File: src/tcprx_pkg.sv
`timescale 1ns / 1ps
`default_nettype none
// ----------------------------------------------------------------------------
// tcprx_pkg
// shared item types, codes and constants of the tcp receive segment engine
// ----------------------------------------------------------------------------
package tcprx_pkg;

  // operation codes of an input item
  localparam logic OP_FRAME_BYTE = 1'b0;
  localparam logic OP_READ       = 1'b1;

  // result kinds
  localparam logic KIND_VERDICT = 1'b0;
  localparam logic KIND_READ    = 1'b1;

  // verdict codes
  localparam logic [1:0] VERDICT_DROPPED    = 2'd0;
  localparam logic [1:0] VERDICT_NO_PAYLOAD = 2'd1;
  localparam logic [1:0] VERDICT_IN_ORDER   = 2'd2;
  localparam logic [1:0] VERDICT_OUT_ORDER  = 2'd3;

  // configuration register indexes
  localparam int unsigned CFG_IDX_W = 3;
  localparam logic [CFG_IDX_W-1:0] CFG_LOCAL_PORT  = 3'd0;
  localparam logic [CFG_IDX_W-1:0] CFG_APP_OWNED   = 3'd1;
  localparam logic [CFG_IDX_W-1:0] CFG_WIN_SCALE   = 3'd2;
  localparam logic [CFG_IDX_W-1:0] CFG_START_RCV   = 3'd3;
  localparam logic [CFG_IDX_W-1:0] CFG_START_UNACK = 3'd4;

  // frame layout
  localparam logic [16:0] ETH_BYTES   = 17'd14;
  localparam logic [16:0] MIN_FRAME   = 17'd54;
  localparam logic [5:0]  MIN_HDR     = 6'd20;
  localparam logic [3:0]  MAX_SCALE   = 4'd14;
  localparam int unsigned ACK_FLAG    = 4;

  // ports whose payload is swallowed when no application owns the socket
  localparam logic [15:0] PORT_HTTP  = 16'd80;
  localparam logic [15:0] PORT_SSH   = 16'd22;
  localparam logic [15:0] PORT_HTTPS = 16'd443;

  typedef struct packed {
    logic       operation;
    logic [7:0] data_byte;
    logic       last;
  } in_item_t;

  typedef struct packed {
    logic        kind;
    logic [1:0]  verdict;
    logic        send_ack;
    logic [11:0] accepted_len;
    logic        ack_advanced;
    logic [31:0] next_expected_seq;
    logic [31:0] acked_up_to;
    logic [29:0] send_window;
    logic [8:0]  rx_fill;
    logic [7:0]  read_byte;
    logic        read_valid;
  } out_item_t;

  // back part status towards the front part
  typedef struct packed {
    logic [2:0] q_count;
  } back_status_t;

  localparam int unsigned QUEUE_DEPTH = 4;

endpackage : tcprx_pkg
`default_nettype wire

File: src/tcp_receive_segment_engine.sv
// Takes one frame byte or one buffer read per cycle while not stalled; a frame's
// verdict and a read's data pass through the parse stage register, the result
// queue and the output register. A four-entry queue decouples the parser from
// the consumer, so input stalls only once the consumer has held off long enough
// to fill it. The receive buffer is one memory with one write and one read
// port.
`timescale 1ns / 1ps
`default_nettype none
// ----------------------------------------------------------------------------
// tcp_receive_segment_engine
// in-order tcp receive path: header capture, frame checks, receive buffer
// ----------------------------------------------------------------------------
module tcp_receive_segment_engine #(
  parameter int unsigned RX_DEPTH  = 256,
  parameter int unsigned MAX_FRAME = 2048
) (
  input  wire                            clk,
  input  wire                            rst_n,
  input  wire                            in_valid,
  output logic                           in_stall,
  input  tcprx_pkg::in_item_t            in_data,
  output logic                           out_valid,
  input  wire                            out_stall,
  output tcprx_pkg::out_item_t           out_data,
  input  wire                            cfg_we,
  input  wire [tcprx_pkg::CFG_IDX_W-1:0] cfg_index,
  input  wire [31:0]                     cfg_wdata
);
  import tcprx_pkg::*;

  back_status_t back_st;
  logic         push_valid;
  out_item_t    push_item;

  // parser and connection state
  tcprx_front #(.RX_DEPTH(RX_DEPTH), .MAX_FRAME(MAX_FRAME)) u_front (
    .clk(clk), .rst_n(rst_n),
    .in_valid(in_valid), .in_stall(in_stall), .in_data(in_data),
    .cfg_we(cfg_we), .cfg_index(cfg_index), .cfg_wdata(cfg_wdata),
    .back_st(back_st), .push_valid(push_valid), .push_item(push_item)
  );

  // result queue and output
  tcprx_back u_back (
    .clk(clk), .rst_n(rst_n),
    .push_valid(push_valid), .push_item(push_item), .back_st(back_st),
    .out_valid(out_valid), .out_stall(out_stall), .out_data(out_data)
  );

endmodule : tcp_receive_segment_engine
`default_nettype wire

File: src/tcprx_front.sv
`timescale 1ns / 1ps
`default_nettype none
// ----------------------------------------------------------------------------
// tcprx_front
// parses frame bytes, keeps connection and buffer state, produces result items
// ----------------------------------------------------------------------------
module tcprx_front #(
  parameter int unsigned RX_DEPTH  = 256,
  parameter int unsigned MAX_FRAME = 2048
) (
  input  wire                        clk,
  input  wire                        rst_n,
  input  wire                        in_valid,
  output logic                       in_stall,
  input  tcprx_pkg::in_item_t        in_data,
  input  wire                        cfg_we,
  input  wire [tcprx_pkg::CFG_IDX_W-1:0] cfg_index,
  input  wire [31:0]                 cfg_wdata,
  input  tcprx_pkg::back_status_t    back_st,
  output logic                       push_valid,
  output tcprx_pkg::out_item_t       push_item
);
  import tcprx_pkg::*;

  localparam int unsigned AW = $clog2(RX_DEPTH);
  localparam int unsigned CW = AW + 1;
  localparam int unsigned PW = $clog2(MAX_FRAME + 1);

  // configuration
  logic [15:0] port_r;
  logic        own_r;
  logic [3:0]  scale_r;
  // frame capture
  logic [PW-1:0] pos_r, pos_nxt;
  logic [5:0]  ih_r, ih_nxt, th_r, th_nxt;
  logic [15:0] tot_r, tot_nxt, win_r, win_nxt;
  logic [31:0] seq_r, seq_nxt, ack_r, ack_nxt;
  logic [7:0]  flg_r, flg_nxt;
  logic        bad_r, bad_nxt;
  logic [CW-1:0] tent_r, tent_nxt;
  // connection and buffer
  logic [31:0] rnxt_r, rnxt_nxt, una_r, una_nxt;
  logic [29:0] pwin_r, pwin_nxt;
  logic [AW-1:0] head_r, head_nxt;
  logic [CW-1:0] cnt_r, cnt_nxt;
  // result stage
  logic        s1_v_r, s1_rd_r;
  out_item_t   s1_item_r, item_nxt;
  logic [7:0]  rd_q_r;
  logic [7:0]  mem [RX_DEPTH];

  logic        accept, is_read, pop, over, in_tcp, wr_en, fin, mal, adv, bridged, inorder;
  logic [16:0] p17, t17, n17;
  logic [CW:0] used;
  logic [AW+1:0] slot_sum;
  logic [AW-1:0] slot;
  logic [31:0] dlt;
  logic [15:0] pay, acc16, tent16;
  logic [3:0]  sc;
  logic [7:0]  b;

  assign in_stall = ({1'b0, back_st.q_count} + {3'b000, s1_v_r}) >= 4'(QUEUE_DEPTH);
  assign accept   = in_valid && !in_stall;
  assign is_read  = (in_data.operation == OP_READ);
  assign b        = in_data.data_byte;

  // byte capture and tentative store write
  always_comb begin
    p17      = 17'(pos_r);
    over     = p17 >= 17'(MAX_FRAME);
    pos_nxt  = over ? pos_r : pos_r + 1'b1;
    bad_nxt  = bad_r | over;
    ih_nxt   = (!over && p17 == ETH_BYTES) ? {b[3:0], 2'b00} : ih_r;
    tot_nxt  = tot_r;
    if (!over && p17 == ETH_BYTES + 17'd2) begin
      tot_nxt = {b, 8'h00};
    end else if (!over && p17 == ETH_BYTES + 17'd3) begin
      tot_nxt = {tot_r[15:8], tot_r[7:0] | b};
    end
    in_tcp  = !over && p17 >= ETH_BYTES + 17'(ih_nxt) && p17 >= ETH_BYTES + 17'd1;
    t17     = p17 - ETH_BYTES - 17'(ih_nxt);
    seq_nxt = seq_r;
    ack_nxt = ack_r;
    th_nxt  = th_r;
    flg_nxt = flg_r;
    win_nxt = win_r;
    if (in_tcp) begin
      if (t17 >= 17'd4 && t17 < 17'd8) begin
        seq_nxt = {seq_r[23:0], b};
      end else if (t17 >= 17'd8 && t17 < 17'd12) begin
        ack_nxt = {ack_r[23:0], b};
      end else if (t17 == 17'd12) begin
        th_nxt = {b[7:4], 2'b00};
      end else if (t17 == 17'd13) begin
        flg_nxt = b;
      end else if (t17 == 17'd14 || t17 == 17'd15) begin
        win_nxt = {win_r[7:0], b};
      end
    end
    used   = {1'b0, cnt_r} + {1'b0, tent_r};
    wr_en  = accept && !is_read && !over && ih_nxt >= MIN_HDR && th_nxt >= MIN_HDR &&
             p17 >= ETH_BYTES + 17'(ih_nxt) + 17'(th_nxt) &&
             p17 < ETH_BYTES + 17'(tot_nxt) && used < (CW+1)'(RX_DEPTH);
    slot_sum = (AW+2)'(head_r) + (AW+2)'(used);
    slot     = (slot_sum >= (AW+2)'(RX_DEPTH)) ? AW'(slot_sum - (AW+2)'(RX_DEPTH))
                                               : AW'(slot_sum);
    tent_nxt = tent_r + CW'(wr_en);
  end

  // frame end checks and connection update
  always_comb begin
    n17 = 17'(pos_nxt);
    mal = bad_nxt || n17 < MIN_FRAME || ih_nxt < MIN_HDR ||
          n17 < ETH_BYTES + 17'(ih_nxt) + 17'(MIN_HDR) || th_nxt < MIN_HDR ||
          n17 < ETH_BYTES + 17'(ih_nxt) + 17'(th_nxt) ||
          17'(tot_nxt) < 17'(ih_nxt) + 17'(th_nxt) || ETH_BYTES + 17'(tot_nxt) > n17;
    sc      = (scale_r > MAX_SCALE) ? MAX_SCALE : scale_r;
    dlt     = ack_nxt - una_r;
    adv     = flg_nxt[ACK_FLAG] && dlt != 32'd0 && !dlt[31];
    pay     = tot_nxt - 16'(ih_nxt) - 16'(th_nxt);
    bridged = (port_r == PORT_HTTP || port_r == PORT_SSH || port_r == PORT_HTTPS) && !own_r;
    inorder = seq_nxt == rnxt_r;
    tent16  = 16'(tent_nxt);
    acc16   = bridged ? pay : ((tent16 < pay) ? tent16 : pay);
    fin     = accept && !is_read && in_data.last;
    pop     = accept && is_read && cnt_r != '0;

    rnxt_nxt = rnxt_r;
    una_nxt  = una_r;
    pwin_nxt = pwin_r;
    cnt_nxt  = cnt_r;
    head_nxt = head_r;
    item_nxt = '0;
    if (pop) begin
      head_nxt = (head_r == AW'(RX_DEPTH - 1)) ? '0 : head_r + 1'b1;
      cnt_nxt  = cnt_r - 1'b1;
    end
    if (fin && !mal) begin
      pwin_nxt = 30'(win_nxt) << sc;
      if (adv) begin
        una_nxt = ack_nxt;
      end
      if (pay != 16'd0 && inorder) begin
        rnxt_nxt = seq_nxt + 32'(acc16);
        if (!bridged) begin
          cnt_nxt = cnt_r + CW'(acc16);
        end
      end
    end
    // result item
    item_nxt.kind              = is_read ? KIND_READ : KIND_VERDICT;
    item_nxt.next_expected_seq = rnxt_nxt;
    item_nxt.acked_up_to       = una_nxt;
    item_nxt.send_window       = pwin_nxt;
    item_nxt.rx_fill           = 9'(cnt_nxt);
    item_nxt.read_valid        = pop;
    if (!is_read && !mal) begin
      item_nxt.ack_advanced = adv;
      if (pay == 16'd0) begin
        item_nxt.verdict = VERDICT_NO_PAYLOAD;
      end else begin
        item_nxt.send_ack = 1'b1;
        if (inorder) begin
          item_nxt.verdict      = VERDICT_IN_ORDER;
          item_nxt.accepted_len = acc16[11:0];
        end else begin
          item_nxt.verdict = VERDICT_OUT_ORDER;
        end
      end
    end else if (!is_read) begin
      item_nxt.verdict = VERDICT_DROPPED;
    end
  end

  // receive buffer
  always_ff @(posedge clk) begin
    if (wr_en) begin
      mem[slot] <= b;
    end
    if (pop) begin
      rd_q_r <= mem[head_r];
    end
  end

  // state registers
  always_ff @(posedge clk) begin
    if (!rst_n) begin
      port_r <= '0; own_r <= 1'b0; scale_r <= '0;
      pos_r <= '0; ih_r <= '0; th_r <= '0; tot_r <= '0; win_r <= '0;
      seq_r <= '0; ack_r <= '0; flg_r <= '0; bad_r <= 1'b0; tent_r <= '0;
      rnxt_r <= '0; una_r <= '0; pwin_r <= '0; head_r <= '0; cnt_r <= '0;
      s1_v_r <= 1'b0; s1_rd_r <= 1'b0;
    end else begin
      s1_v_r <= accept && (is_read || in_data.last);
      if (accept) begin
        s1_item_r <= item_nxt;
        s1_rd_r   <= pop;
        rnxt_r    <= rnxt_nxt;
        una_r     <= una_nxt;
        pwin_r    <= pwin_nxt;
        cnt_r     <= cnt_nxt;
        head_r    <= head_nxt;
      end
      if (accept && !is_read) begin
        if (in_data.last) begin
          pos_r <= '0; ih_r <= '0; th_r <= '0; tot_r <= '0; win_r <= '0;
          seq_r <= '0; ack_r <= '0; flg_r <= '0; bad_r <= 1'b0; tent_r <= '0;
        end else begin
          pos_r <= pos_nxt; ih_r <= ih_nxt; th_r <= th_nxt; tot_r <= tot_nxt;
          win_r <= win_nxt; seq_r <= seq_nxt; ack_r <= ack_nxt; flg_r <= flg_nxt;
          bad_r <= bad_nxt; tent_r <= tent_nxt;
        end
      end
      if (cfg_we) begin
        unique case (cfg_index)
          CFG_LOCAL_PORT:  port_r  <= cfg_wdata[15:0];
          CFG_APP_OWNED:   own_r   <= cfg_wdata[0];
          CFG_WIN_SCALE:   scale_r <= cfg_wdata[3:0];
          CFG_START_RCV:   rnxt_r  <= cfg_wdata;
          CFG_START_UNACK: una_r   <= cfg_wdata;
          default: ;
        endcase
      end
    end
  end

  // merge the popped byte into the read item
  always_comb begin
    push_valid = s1_v_r;
    push_item  = s1_item_r;
    push_item.read_byte = s1_rd_r ? rd_q_r : 8'h00;
  end

endmodule : tcprx_front
`default_nettype wire

File: src/tcprx_back.sv
`timescale 1ns / 1ps
`default_nettype none
// ----------------------------------------------------------------------------
// tcprx_back
// result queue and output register towards the consumer
// ----------------------------------------------------------------------------
module tcprx_back (
  input  wire                     clk,
  input  wire                     rst_n,
  input  wire                     push_valid,
  input  tcprx_pkg::out_item_t    push_item,
  output tcprx_pkg::back_status_t back_st,
  output logic                    out_valid,
  input  wire                     out_stall,
  output tcprx_pkg::out_item_t    out_data
);
  import tcprx_pkg::*;

  localparam int unsigned QW = $clog2(QUEUE_DEPTH);

  out_item_t   q_mem [QUEUE_DEPTH];
  logic [QW-1:0] wp_r, rp_r;
  logic [QW:0] cnt_r;
  logic        out_v_r, pop;
  out_item_t   out_r;

  assign pop = (cnt_r != '0) && (!out_v_r || !out_stall);
  assign back_st.q_count = 3'(cnt_r);
  assign out_valid = out_v_r;
  assign out_data  = out_r;

  // queue storage
  always_ff @(posedge clk) begin
    if (push_valid) begin
      q_mem[wp_r] <= push_item;
    end
    if (pop) begin
      out_r <= q_mem[rp_r];
    end
  end

  // pointers and output valid
  always_ff @(posedge clk) begin
    if (!rst_n) begin
      wp_r <= '0; rp_r <= '0; cnt_r <= '0; out_v_r <= 1'b0;
    end else begin
      if (push_valid) begin
        wp_r <= wp_r + 1'b1;
      end
      if (pop) begin
        rp_r <= rp_r + 1'b1;
      end
      cnt_r <= cnt_r + (QW+1)'(push_valid) - (QW+1)'(pop);
      if (pop) begin
        out_v_r <= 1'b1;
      end else if (!out_stall) begin
        out_v_r <= 1'b0;
      end
    end
  end

endmodule : tcprx_back
`default_nettype wire

File: config.mk
export PLATFORM = sky130hd
export DESIGN_NAME = tcp_receive_segment_engine
export DESIGN_NICKNAME = d
export VERILOG_FILES = /design/src/tcprx_pkg.sv /design/src/tcp_receive_segment_engine.sv /design/src/tcprx_front.sv /design/src/tcprx_back.sv
export SDC_FILE = /design/constraint.sdc
export NUM_CORES = 2
export LEC_CHECK = 0
export ABC_AREA = 1
export ABC_CLOCK_PERIOD_IN_PS = 25300
export CAP_MARGIN = 0
export CORE_MARGIN = 3
export CORE_UTILIZATION = 30
export DETAILED_ROUTE_END_ITERATION = 8
export DONT_BUFFER_PORTS = 1
export SYNTH_ARGS = -nofsm -noshare
export SYNTH_HDL_FRONTEND = slang
export SYNTH_SLANG_ARGS = --single-unit
File: constraint.sdc
create_clock -name clk -period 25.3 [get_ports clk]
set_input_delay 5.06 -clock clk [delete_from_list [all_inputs] [get_ports clk]]
set_output_delay 5.06 -clock clk [all_outputs]
set_load 0.01 [all_outputs]
==> reports/metrics.cfg <==
[routing]
firstDrtPassIters = 6
drt_wl_total_mm = 378
drcViolationCount = 0
drt_iter0_drc = 9404
vias = 87600
viasPerCell = 5.13
ant_nets = 0
wl_per_cell_um = 22.1

[yosys]
synth-async-reset-ratio_pct = 0
synthMuxAreaShare_pct = 0.0460
synthesis.area_um2 = 130000
synth_nets = 11600
synthTopCellsByArea = edfxtp_1 (65%), o21ai_0 (5.9%), nor2_1 (5.2%), dfxtp_1 (4.2%), nand2_1 (3.6%)
synth_common_cells = edfxtp_1 (2822), nor2_1 (1810), o21ai_0 (1538)
synth_compound_area_share_pct = 12.7
ys_ff_latch = 3095
synth_top_area_cell = edfxtp_1
synth_top_area_share_pct = 65.0
synth_edf_count = 2822
yosys.area_share.simple_pct = 11.8
ys.warnings.count = 0
synthFlopType = edfxtp_1
synth_area_per_cell_um2 = 11.5
synth_top_family_by_area = compound AO/OA/AOI/OAI gates
yosys.area_share.adder_pct = 1.79
synthDistinctLibCells = 76
synth.yosys.seq_area_share_pct = 69.1
synth.most_common_cell = edfxtp_1
synth_xor_area_share_pct = 0.770
synth_cells = 11300

[timing]
fin_crit_sh_pct = 58.8
slew_viol_final = 0
min_period_ns = 14.87
max_slew.worst_pin.slew_ns = 1.23
fmax_ghz = 0.0672
fin_skew_ns = 0.0802
slew_headroom_pct = 17.9
rsz0062_at_grt = false
hold_viol = 0
setup_viol = 0
fin_tns_setup_ns = 0

[setup_path]
reg2regPathDepth = 66
crit_cells = 62
r2r-start = u_front.pos_r[1]
arrival_ns = 15.55
r2r_setup_slack_ns = 13.30
cp.buffers_inverters = 11
cpMaxStageDelayCell = o21ai_0
startpoint_type = input pin
max_stage_delay_ns = 0.52
reg2reg_to = u_front.push_item[105]
cp-end-kind = flip-flop
cp_max_fo = 260
crit_top_cell = nand2_1
cp_top_family = simple AND/OR/NAND/NOR gates
path_class = in2reg
crit_required_ns = 25.98

[clock_tree]
clockBufferDepth = 4
numCtsBuffers = 316
path_clk_slew_ns = 0.06
clock-sinks = 3095
cts_hold_buf = 0
ctsResizeCount = 0
clock_latency_ns = 0.93
htreeDepth = 5
cts_tree = yes
cts_root_buf = clkbuf_16
postCtsSetupBuffers = 0

[job]
cap_violations = 0

[power_and_ir_drop]
power.leakage_uw = 0.0483
ir_worst_vdd_mv = 0.0946
powerDensity_nw_per_um2 = 93.2

[grt]
grt_first_pass_wirelength_mm = 550
grt_max_degree = 262
antenna_found_initial = 16
track_usage_pct = 16.3
overflow = 0
grt_pass1_vias = 80800

[hold_path]
hold_end = u_front.ih_r[0]
hold_start = u_front.ih_r[0]
hold_depth = 2
hold_path_class = reg2reg

[cells_and_area]
syn2layout_area_growth_pct = 12.1
post-route-util_pct = 33.9
fin_nets = 11300
fillCellCount = 42500
final_cell_area_um2 = 146000
drive_gt1_share_pct = 6.78

[place]
post-dp-hpwl_mm = 223
gp_congestion = 0.932
port_buffers = 0
dpl_cell_area_um2 = 136000

[floorplan]
die_h_um = 665
boundaryPins = 181
start_util_pct = 30.2
die-area_um2 = 443000
std_cell_rows = 241
core_um2 = 432000
die_w_um = 665

[status]
outcome = complete, no violations

[registers in the layout, indices dropped and copies added (netlist names), 9 cells and up]
| name | count |
|---|---|
| u_front.port_r | 16 |
| u_front.push_item | 121 |
| u_front.win_r | 16 |
| u_front.mem | 2048 |
| u_front.una_r | 32 |
| u_front.rnxt_r | 32 |
| u_front.tot_r | 16 |
| u_front.ack_r | 32 |
| u_front.pos_r | 12 |
| u_front.seq_r | 32 |
| u_back.q_mem | 516 |
| u_back.out_data | 129 |
| u_front.cnt_r | 9 |
| u_front.pwin_r | 30 |
| u_front.tent_r | 9 |
[power by group]
part / switching, uW / leakage [uW] / total (uW) / internal (uW)
Combinational: 2140 / 0.0155 / 2880 / 739
Clock: 1990 / 0.00494 / 4620 / 2630
Sequential: 271 / 0.0278 / 6140 / 5870
Total: 4400 / 0.0483 / 13600 / 9240
[worst max path at each step]
stage | to | slack (ns) | start
floorplan | u_front.push_item[105] | 11.74 | in_data[1]
global placement | u_front.push_item[105] | 9.71 | in_data[1]
detailed placement | u_front.push_item[105] | 9.66 | in_data[1]
CTS | u_front.push_item[105] | 10.61 | in_data[1]
global route | u_front.push_item[105] | 9.43 | in_data[1]
finish | u_front.push_item[105] | 10.43 | in_data[1]
[worst min-delay path: stages, from the launching register on]
cell and delay (ns):
dfxtp_1 0.29, inv_1 0.06, nor3_1 0.05
[kinds of logic (layout without fill, tap and decap cells)]
group	count (synthesis)	after routing
flops	3095	3095
other cells	0	27
mux	6	6
xor+xnor	113	113
fa+ha+maj	179	179
compound gates	2916	2916
buf+inv	1286	1304
simple gates	3740	3740
[cell usage in the layout (no fill, tap or decap), types with 22 or more instances in the layout]
master	n
edfxtp_1	2822
nor2_1	1805
o21ai_0	1538
nand2_1	1228
inv_1	558
a21oi_1	480
o22ai_1	451
nand3_1	397
clkbuf_16	324
dfxtp_1	266
o221ai_1	206
ha_1	166
buf_4	123
xor2_1	89
clkbuf_1	70
clkinv_1	66
o211ai_1	63
clkinv_2	56
nor3_1	52
nand4_1	50
nand2_2	45
a31oi_1	42
and2_1	37
o21ai_1	32
diode_2	27
bufinv_16	24
xnor2_1	22
[per-layer routing]
layer	vias to the layer above	global-route usage [%]	part of all wire, %
met1	43300	22.1	42
met2	3317	26.6	48
met3	586	2.57	7.4
li1	40400	-	-
met5	-	0	0.0021
met4	2	5.24	3.0
[cell type report]
type,instances,area (um^2),share of cell area (%)
inverters,605,2340,1.60
flip-flops and latches,3095,90200,61.7
clock inverters,170,1620,1.11
repair buffers,127,1000,0.686
diodes,27,67.6,0.0462
clock buffers,402,8480,5.80
well taps,5710,7140,4.88
multi-input cells,6954,35400,24.2
[stage by stage]
| step | total power, uW | hold WS, ns | cells | setup WS (ns) |
|---|---|---|---|---|
| after floorplan | 8010 | 0.425 | 11300 | 11.74 |
| after global placement | 9090 | 0.438 | 16500 | 9.71 |
| after detailed placement | 9110 | 0.442 | 16500 | 9.66 |
| after CTS | 13700 | 0.452 | 17100 | 10.61 |
| after global routing | 14200 | 0.472 | 17100 | 9.43 |
| final | 13600 | 0.449 | 17100 | 10.43 |
Power figures use the tool's default switching activity.
